[src/rtl/pfm_pkg.sv]
// shared types and constants for the period capture frequency meter
// no dependencies; used by period_capture_frequency_meter
`default_nettype none

package pfm_pkg;

	localparam int CLOCK_W     = 27;
	localparam int BCD_DIGITS  = 10;
	localparam int BCD_W       = 4 * BCD_DIGITS;
	localparam int DIGITS_W    = 32;
	localparam int STEP_W      = $clog2(CLOCK_W);
	localparam int APB_DATA_W  = 32;
	localparam int APB_ADDR_W  = 3;

	localparam logic [CLOCK_W-1:0] CLOCK_RESET = 27'd15100000;
	localparam logic [STEP_W-1:0]  LAST_STEP   = STEP_W'(CLOCK_W - 1);

	// register index carried in paddr[2]
	localparam logic REG_CLOCK_HZ = 1'b0;

	typedef enum logic [1:0] {
		S_IDLE,
		S_DIV,
		S_BCD,
		S_LOAD
	} state_t;

endpackage

`default_nettype wire

[src/rtl/period_capture_frequency_meter.sv]
// period capture frequency meter: pairs capture stamps, divides clock_hz by the
// period with a serial restoring divider, then converts with a shift-add-3 unit
// depends on pfm_pkg
//
// usage:
//   capture_time beats come in on in_valid / in_stall. the first beat of a pair
//   is stored and gives no result. the second beat gives one
//   result on out_valid / out_stall: frequency = floor(clock_hz / period),
//   digits_bcd = low DIGIT_COUNT decimal digits, zero_period for equal stamps.
//   a nonzero period passes the accept, CLOCK_W (27) divide steps, CLOCK_W (27)
//   bcd steps and the load state; a zero period goes from the accept straight
//   to the load state. both loops run one step per cycle through one subtractor
//   and one digit adjust row, so in_stall stays high until the result is
//   loaded into the output register.
//   when the receiver stalls the result holds in the output register; the next
//   pair is worked on meanwhile and waits in the load state until it is taken.
//   clock_hz sits at apb byte address 0 and may be written only while idle.
//   reset clears the pair flag and the stored stamp, sets clock_hz to
//   15100000 and drops out_valid.
`default_nettype none

module period_capture_frequency_meter #(
	parameter int TIMER_BITS  = 16,
	parameter int DIGIT_COUNT = 8
) (
	input  wire logic                             clk,
	input  wire logic                             arst_n,
	// apb configuration
	input  wire logic                             psel,
	input  wire logic                             penable,
	input  wire logic                             pwrite,
	input  wire logic [pfm_pkg::APB_ADDR_W-1:0]   paddr,
	input  wire logic [pfm_pkg::APB_DATA_W-1:0]   pwdata,
	output logic      [pfm_pkg::APB_DATA_W-1:0]   prdata,
	output logic                                  pready,
	// capture input
	input  wire logic                             in_valid,
	output logic                                  in_stall,
	input  wire logic [TIMER_BITS-1:0]            capture_time,
	// result output
	output logic                                  out_valid,
	input  wire logic                             out_stall,
	output logic      [pfm_pkg::CLOCK_W-1:0]      frequency,
	output logic      [pfm_pkg::DIGITS_W-1:0]     digits_bcd,
	output logic                                  zero_period
);

	localparam int RW     = TIMER_BITS + 1;
	localparam int KEEP_W = (4 * DIGIT_COUNT > pfm_pkg::BCD_W) ? pfm_pkg::BCD_W
	                        : 4 * DIGIT_COUNT;
	localparam logic [pfm_pkg::BCD_W-1:0] DIGIT_MASK =
		(KEEP_W >= pfm_pkg::BCD_W) ? {pfm_pkg::BCD_W{1'b1}}
		: ((pfm_pkg::BCD_W'(1) << KEEP_W) - pfm_pkg::BCD_W'(1));

	pfm_pkg::state_t state_q, state_d;

	logic [pfm_pkg::CLOCK_W-1:0] clock_hz_q;
	logic                        have_first_q;
	logic [TIMER_BITS-1:0]       first_time_q;
	logic [TIMER_BITS-1:0]       divisor_q;
	logic [TIMER_BITS-1:0]       rem_q;
	logic [pfm_pkg::CLOCK_W-1:0] dq_q;
	logic [pfm_pkg::CLOCK_W-1:0] quot_q;
	logic [pfm_pkg::BCD_W-1:0]   bcd_q;
	logic                        zero_q;
	logic [pfm_pkg::STEP_W-1:0]  step_q;
	logic                        out_valid_q;
	logic [pfm_pkg::CLOCK_W-1:0] freq_out_q;
	logic [pfm_pkg::DIGITS_W-1:0] digits_out_q;
	logic                        zero_out_q;

	logic                  in_fire;
	logic                  cfg_write;
	logic                  out_free;
	logic                  load_out;
	logic [TIMER_BITS-1:0] period;
	logic                  period_zero;
	logic                  last_step;
	logic [RW-1:0]         rem_shift;
	logic [RW:0]           trial;
	logic                  trial_ge;
	logic [pfm_pkg::BCD_W-1:0] bcd_adj;

	assign pready    = 1'b1;
	assign cfg_write = psel && penable && pwrite;
	assign prdata    = (paddr[2] == pfm_pkg::REG_CLOCK_HZ)
	                   ? pfm_pkg::APB_DATA_W'(clock_hz_q) : '0;

	assign in_fire     = in_valid && !in_stall;
	assign period      = capture_time - first_time_q;
	assign period_zero = (period == '0);
	assign last_step   = (step_q == pfm_pkg::LAST_STEP);
	assign out_free    = !out_valid_q || !out_stall;

	// one restoring divide step
	assign rem_shift = {rem_q, dq_q[pfm_pkg::CLOCK_W-1]};
	assign trial     = {1'b0, rem_shift} - {2'b00, divisor_q};
	assign trial_ge  = !trial[RW];

	// add 3 to every digit of 5 or more before the shift
	always_comb begin
		for (int i = 0; i < pfm_pkg::BCD_DIGITS; i++) begin
			bcd_adj[4*i +: 4] = (bcd_q[4*i +: 4] >= 4'd5) ? bcd_q[4*i +: 4] + 4'd3
			                    : bcd_q[4*i +: 4];
		end
	end

	// next state
	always_comb begin
		state_d = state_q;
		unique case (state_q)
			pfm_pkg::S_IDLE: begin
				if (in_fire && have_first_q) begin
					state_d = period_zero ? pfm_pkg::S_LOAD : pfm_pkg::S_DIV;
				end
			end
			pfm_pkg::S_DIV: begin
				if (last_step) state_d = pfm_pkg::S_BCD;
			end
			pfm_pkg::S_BCD: begin
				if (last_step) state_d = pfm_pkg::S_LOAD;
			end
			pfm_pkg::S_LOAD: begin
				if (out_free) state_d = pfm_pkg::S_IDLE;
			end
			default: state_d = pfm_pkg::S_IDLE;
		endcase
	end

	// outputs of the sequencer
	always_comb begin
		in_stall = 1'b1;
		load_out = 1'b0;
		unique case (state_q)
			pfm_pkg::S_IDLE: in_stall = 1'b0;
			pfm_pkg::S_LOAD: load_out = out_free;
			default: ;
		endcase
	end

	always_ff @(posedge clk or negedge arst_n) begin
		if (!arst_n) begin
			state_q      <= pfm_pkg::S_IDLE;
			clock_hz_q   <= pfm_pkg::CLOCK_RESET;
			have_first_q <= 1'b0;
			first_time_q <= '0;
			step_q       <= '0;
			out_valid_q  <= 1'b0;
		end else begin
			state_q <= state_d;
			if (cfg_write && paddr[2] == pfm_pkg::REG_CLOCK_HZ) begin
				clock_hz_q <= pwdata[pfm_pkg::CLOCK_W-1:0];
			end
			if (in_fire) begin
				have_first_q <= !have_first_q;
				if (!have_first_q) first_time_q <= capture_time;
			end
			if (state_q == pfm_pkg::S_DIV || state_q == pfm_pkg::S_BCD) begin
				step_q <= last_step ? '0 : step_q + 1'b1;
			end else begin
				step_q <= '0;
			end
			if (load_out) begin
				out_valid_q <= 1'b1;
			end else if (!out_stall) begin
				out_valid_q <= 1'b0;
			end
		end
	end

	// datapath
	always_ff @(posedge clk) begin
		unique case (state_q)
			pfm_pkg::S_IDLE: begin
				if (in_fire && have_first_q) begin
					divisor_q <= period;
					rem_q     <= '0;
					dq_q      <= clock_hz_q;
					quot_q    <= '0;
					bcd_q     <= '0;
					zero_q    <= period_zero;
				end
			end
			pfm_pkg::S_DIV: begin
				rem_q <= trial_ge ? trial[TIMER_BITS-1:0] : rem_shift[TIMER_BITS-1:0];
				dq_q  <= {dq_q[pfm_pkg::CLOCK_W-2:0], trial_ge};
				if (last_step) begin
					quot_q <= {dq_q[pfm_pkg::CLOCK_W-2:0], trial_ge};
				end
			end
			pfm_pkg::S_BCD: begin
				bcd_q <= {bcd_adj[pfm_pkg::BCD_W-2:0], dq_q[pfm_pkg::CLOCK_W-1]};
				dq_q  <= {dq_q[pfm_pkg::CLOCK_W-2:0], 1'b0};
			end
			pfm_pkg::S_LOAD: ;
			default: ;
		endcase
		if (load_out) begin
			freq_out_q   <= quot_q;
			digits_out_q <= pfm_pkg::DIGITS_W'(bcd_q & DIGIT_MASK);
			zero_out_q   <= zero_q;
		end
	end

	assign out_valid   = out_valid_q;
	assign frequency   = freq_out_q;
	assign digits_bcd  = digits_out_q;
	assign zero_period = zero_out_q;

endmodule

`default_nettype wire

[config.mk]
export PLATFORM = sky130hd
export DESIGN_NAME = period_capture_frequency_meter
export DESIGN_NICKNAME = d
export VERILOG_FILES = /design/src/rtl/pfm_pkg.sv /design/src/rtl/period_capture_frequency_meter.sv
export SDC_FILE = /design/constraint.sdc
export NUM_CORES = 1
export LEC_CHECK = 0
export BUFFER_PORTS_ARGS = -buffer_cell sky130_fd_sc_hd__buf_4
export CAP_MARGIN = 0
export CORE_MARGIN = 5
export CORE_UTILIZATION = 56
export CTS_BUF_LIST = sky130_fd_sc_hd__clkbuf_2
export DETAILED_ROUTE_END_ITERATION = 12
export PLACE_DENSITY = 0.79
export SLEW_MARGIN = 20
export SYNTH_ARGS = -nofsm -noshare
export SYNTH_HDL_FRONTEND = slang
export SYNTH_SLANG_ARGS = --single-unit
[constraint.sdc]
create_clock -name clk -period 6.7 [get_ports clk]
set_input_delay 1.34 -clock clk [delete_from_list [all_inputs] [get_ports clk]]
set_output_delay 1.34 -clock clk [all_outputs]
set_load 0.01 [all_outputs]
==> out/results.txt <==
run status = finished, final reports clean
clock tree buffer depth = 3
hold_buf cts = 0
Final Non-Filler Cells = 1401
Worst Path Arrival = 4370 ps
crit share post-route = 55.9%
post-synthesis sequential area ratio = 60.8%
vias per inst = 5.14
postcts setup bufs = 0
unrepaired setup endpoints after global routing = false
Syn. warnings = 0
Cell Area, Placed = 12300 um^2
core area = 19400 um^2
htree depth = 2
Hold WC Path Type = flop to flop
drt drc = 0
largest net degree at the start of global routing = 61
Synth cell types = 66
fin crit period = 3740 ps
Startpoint Class = input port
Rows = 51
Die ar. = 22600 um^2
final instance area = 12800 um^2
Crit Path Class = input port to flop
GR Overflow Total = 0
Total GRT Usage = 18.4%
clock root buffer = clkbuf_2
worst slew pin tran = 939 ps
Cells after DPL = 1300
GR Layer Usage met1 = 25.7%
Worst Path Required = 7330 ps
Fin Setup TNS = 0 ps
Final Max Tran Viols = 0
vias in the first global route = 7005
global-route wire length before repair = 33.5 mm
initial antenna violation count = 1
CTS clk-pin slew, worst paths = 100 ps
Fin. Hold Viols = 0
RePlAce Congestion = 0.836
Layout Area Growth over Synthesis = 16.3%
Setup violations, final = 0
# nets final = 1205
Routed WL = 20.5 mm
main area contributors after synthesis = edfxtp_1, dfrtp_1, ha_1
Detailed Routing Iterations Pass 1 = 5
Worst slew margin = 37.4%
Synth top area share = 48.8%
max_cap viols = 0
Critical Path End Type = flop
Initial Util = 56.7%
syn_area_per_cell = 12.0 um^2
Worst-Skew Late Latency = 810 ps
Layout Skew = 53.8 ps
clock sinks = 231
Pleak = 5.28 nW
Cells after Synth = 918
die height = 150 um
power after layout = 2.67 mW
Post-synth EDFFs = 179
post-synth top area cell = edfxtp_1
initial DRC count = 374
# fillers = 1520
FF+latch count, synth = 231
share of cells above drive strength 1 = 25.8%
Ports = 153
die width = 150 um
Max FO, Critical Path = 2
Vias = 7198
met2 Resource Use GR = 28.0%
Syn Std Cell Area = 11000 um^2
Top FF cell, synth = edfxtp_1
fmax = 267 MHz
GRT Max-Usage Layer = met2
worst hold slack = 403 ps
Cell Pwr Density = 209 nW/um^2
CTS tree = yes
Async SR Flop Fraction = 22.5%
Final ANT Viol Nets = 0
CTS Buf Count = 54
post_cts resized = 0
Post-DP HPWL = 14.3 mm
wire length per cell = 14.6 um
worst ir drop on vdd = 157 uV
input/output buffers = 139
met3 Use GR = 5.27%
[cell usage after synthesis (4+ instances only)]
library cell  instances
clkbuf_1             19
dfstp_2              10
nand3_1               7
buf_4                 6
inv_1                94
nor2b_1              10
nand2b_1             11
o21a_1                9
a21oi_1              40
xor2_1               15
o31ai_1               4
dfrtp_1              42
o211ai_1              7
nor2_1              103
mux2_2               42
edfxtp_1            179
xnor2_1              19
a211oi_1              8
mux2i_1              10
ha_1                 54
nand2_1              60
and2_1               29
a21o_1                7
o21ai_0              49
buf_1                 4
nor3_1               19
[cell usage in the layout (no fill, tap or decap), types with 4 or more instances in the layout]
cell and instances:
clkbuf_2 80, edfxtp_1 179, and2_1 29, o211ai_1 7
dfstp_2 10, conb_1 6, nand2b_1 11, ha_1 54
clkinv_1 15, nor2_1 103, mux2_2 42, nand2_1 60
nor2b_1 10, a21oi_1 39, nor3_1 19, buf_4 144
a211oi_1 8, mux2i_1 10, dfrtp_1 42, xor2_1 15
nand3_1 7, a21o_1 7, o31ai_1 4, o21ai_0 47
inv_1 93, o21a_1 9, xnor2_1 19
[registers in the layout, indices dropped and copies added (netlist names), 27 cells and up]
name / count
frequency: 27
dq_q: 27
quot_q: 27
digits_bcd: 32
clock_hz_q: 27
bcd_q: 32
[per-layer routing]
layer	wire length, um	share of wire, %
met2	9240	45
met1	9410	46
met4	377	1.8
met5	0	0
met3	1460	7.1
[through the flow]
stage	util (%)	setup slack (ps)
CTS	66.0	3010
detailed placement	63.5	2190
global placement	63.5	2170
finish	66.0	2960
global route	66.0	2720
floorplan	-	409
[worst max-delay path: stages]
cell,delay (ps)
buf_4,70
inv_1,40
ha_1,220
fa_1,500
inv_1,50
or3_1,370
a2111oi_0,380
or4b_1,490
or4_1,400
or4_1,410
nor2_1,100
[cell families after synthesis]
family	count (synthesis)	share of synthesized area (%)
mux	52	5.21
fa+ha+maj	56	6.50
xor+xnor	34	2.71
other cells	2	0.0682
flops	231	60.8
compound gates	158	9.13
buf+inv	125	4.55
simple gates	260	11.1
[final cells by class]
class                   instances  area (um^2)  share of cell area [%]
flip-flops and latches        231         6690                    52.2
multi-input cells             566         3860                    30.1
repair buffers                144         1080                    8.44
clock buffers                  80          400                    3.13
inverters                      94          353                    2.76
well taps                     265          332                    2.59
clock inverters                20         88.8                   0.694
diodes                          1         2.50                  0.0195
[final timing paths]
kind	start	endpoint	slack, ps	cells past startpoint
max in group asynchronous	arst_n	first_time_q[7]	5620	1
worst min register to register	quot_q[1]	frequency[1]	400	0
worst min-delay path	quot_q[1]	frequency[1]	400	0
min in group asynchronous	arst_n	clock_hz_q[7]	560	1
worst max-delay path	capture_time[0]	zero_q	2960	11
worst max register to register	state_q[1]	quot_q[1]	3090	6
[report_power, final]
group	switching [mW]	internal (mW)
Clock	0.543	0.325
Sequential	0.0168	1.57
Combinational	0.109	0.104
No activity file was read; power rests on OpenSTA's default activity.
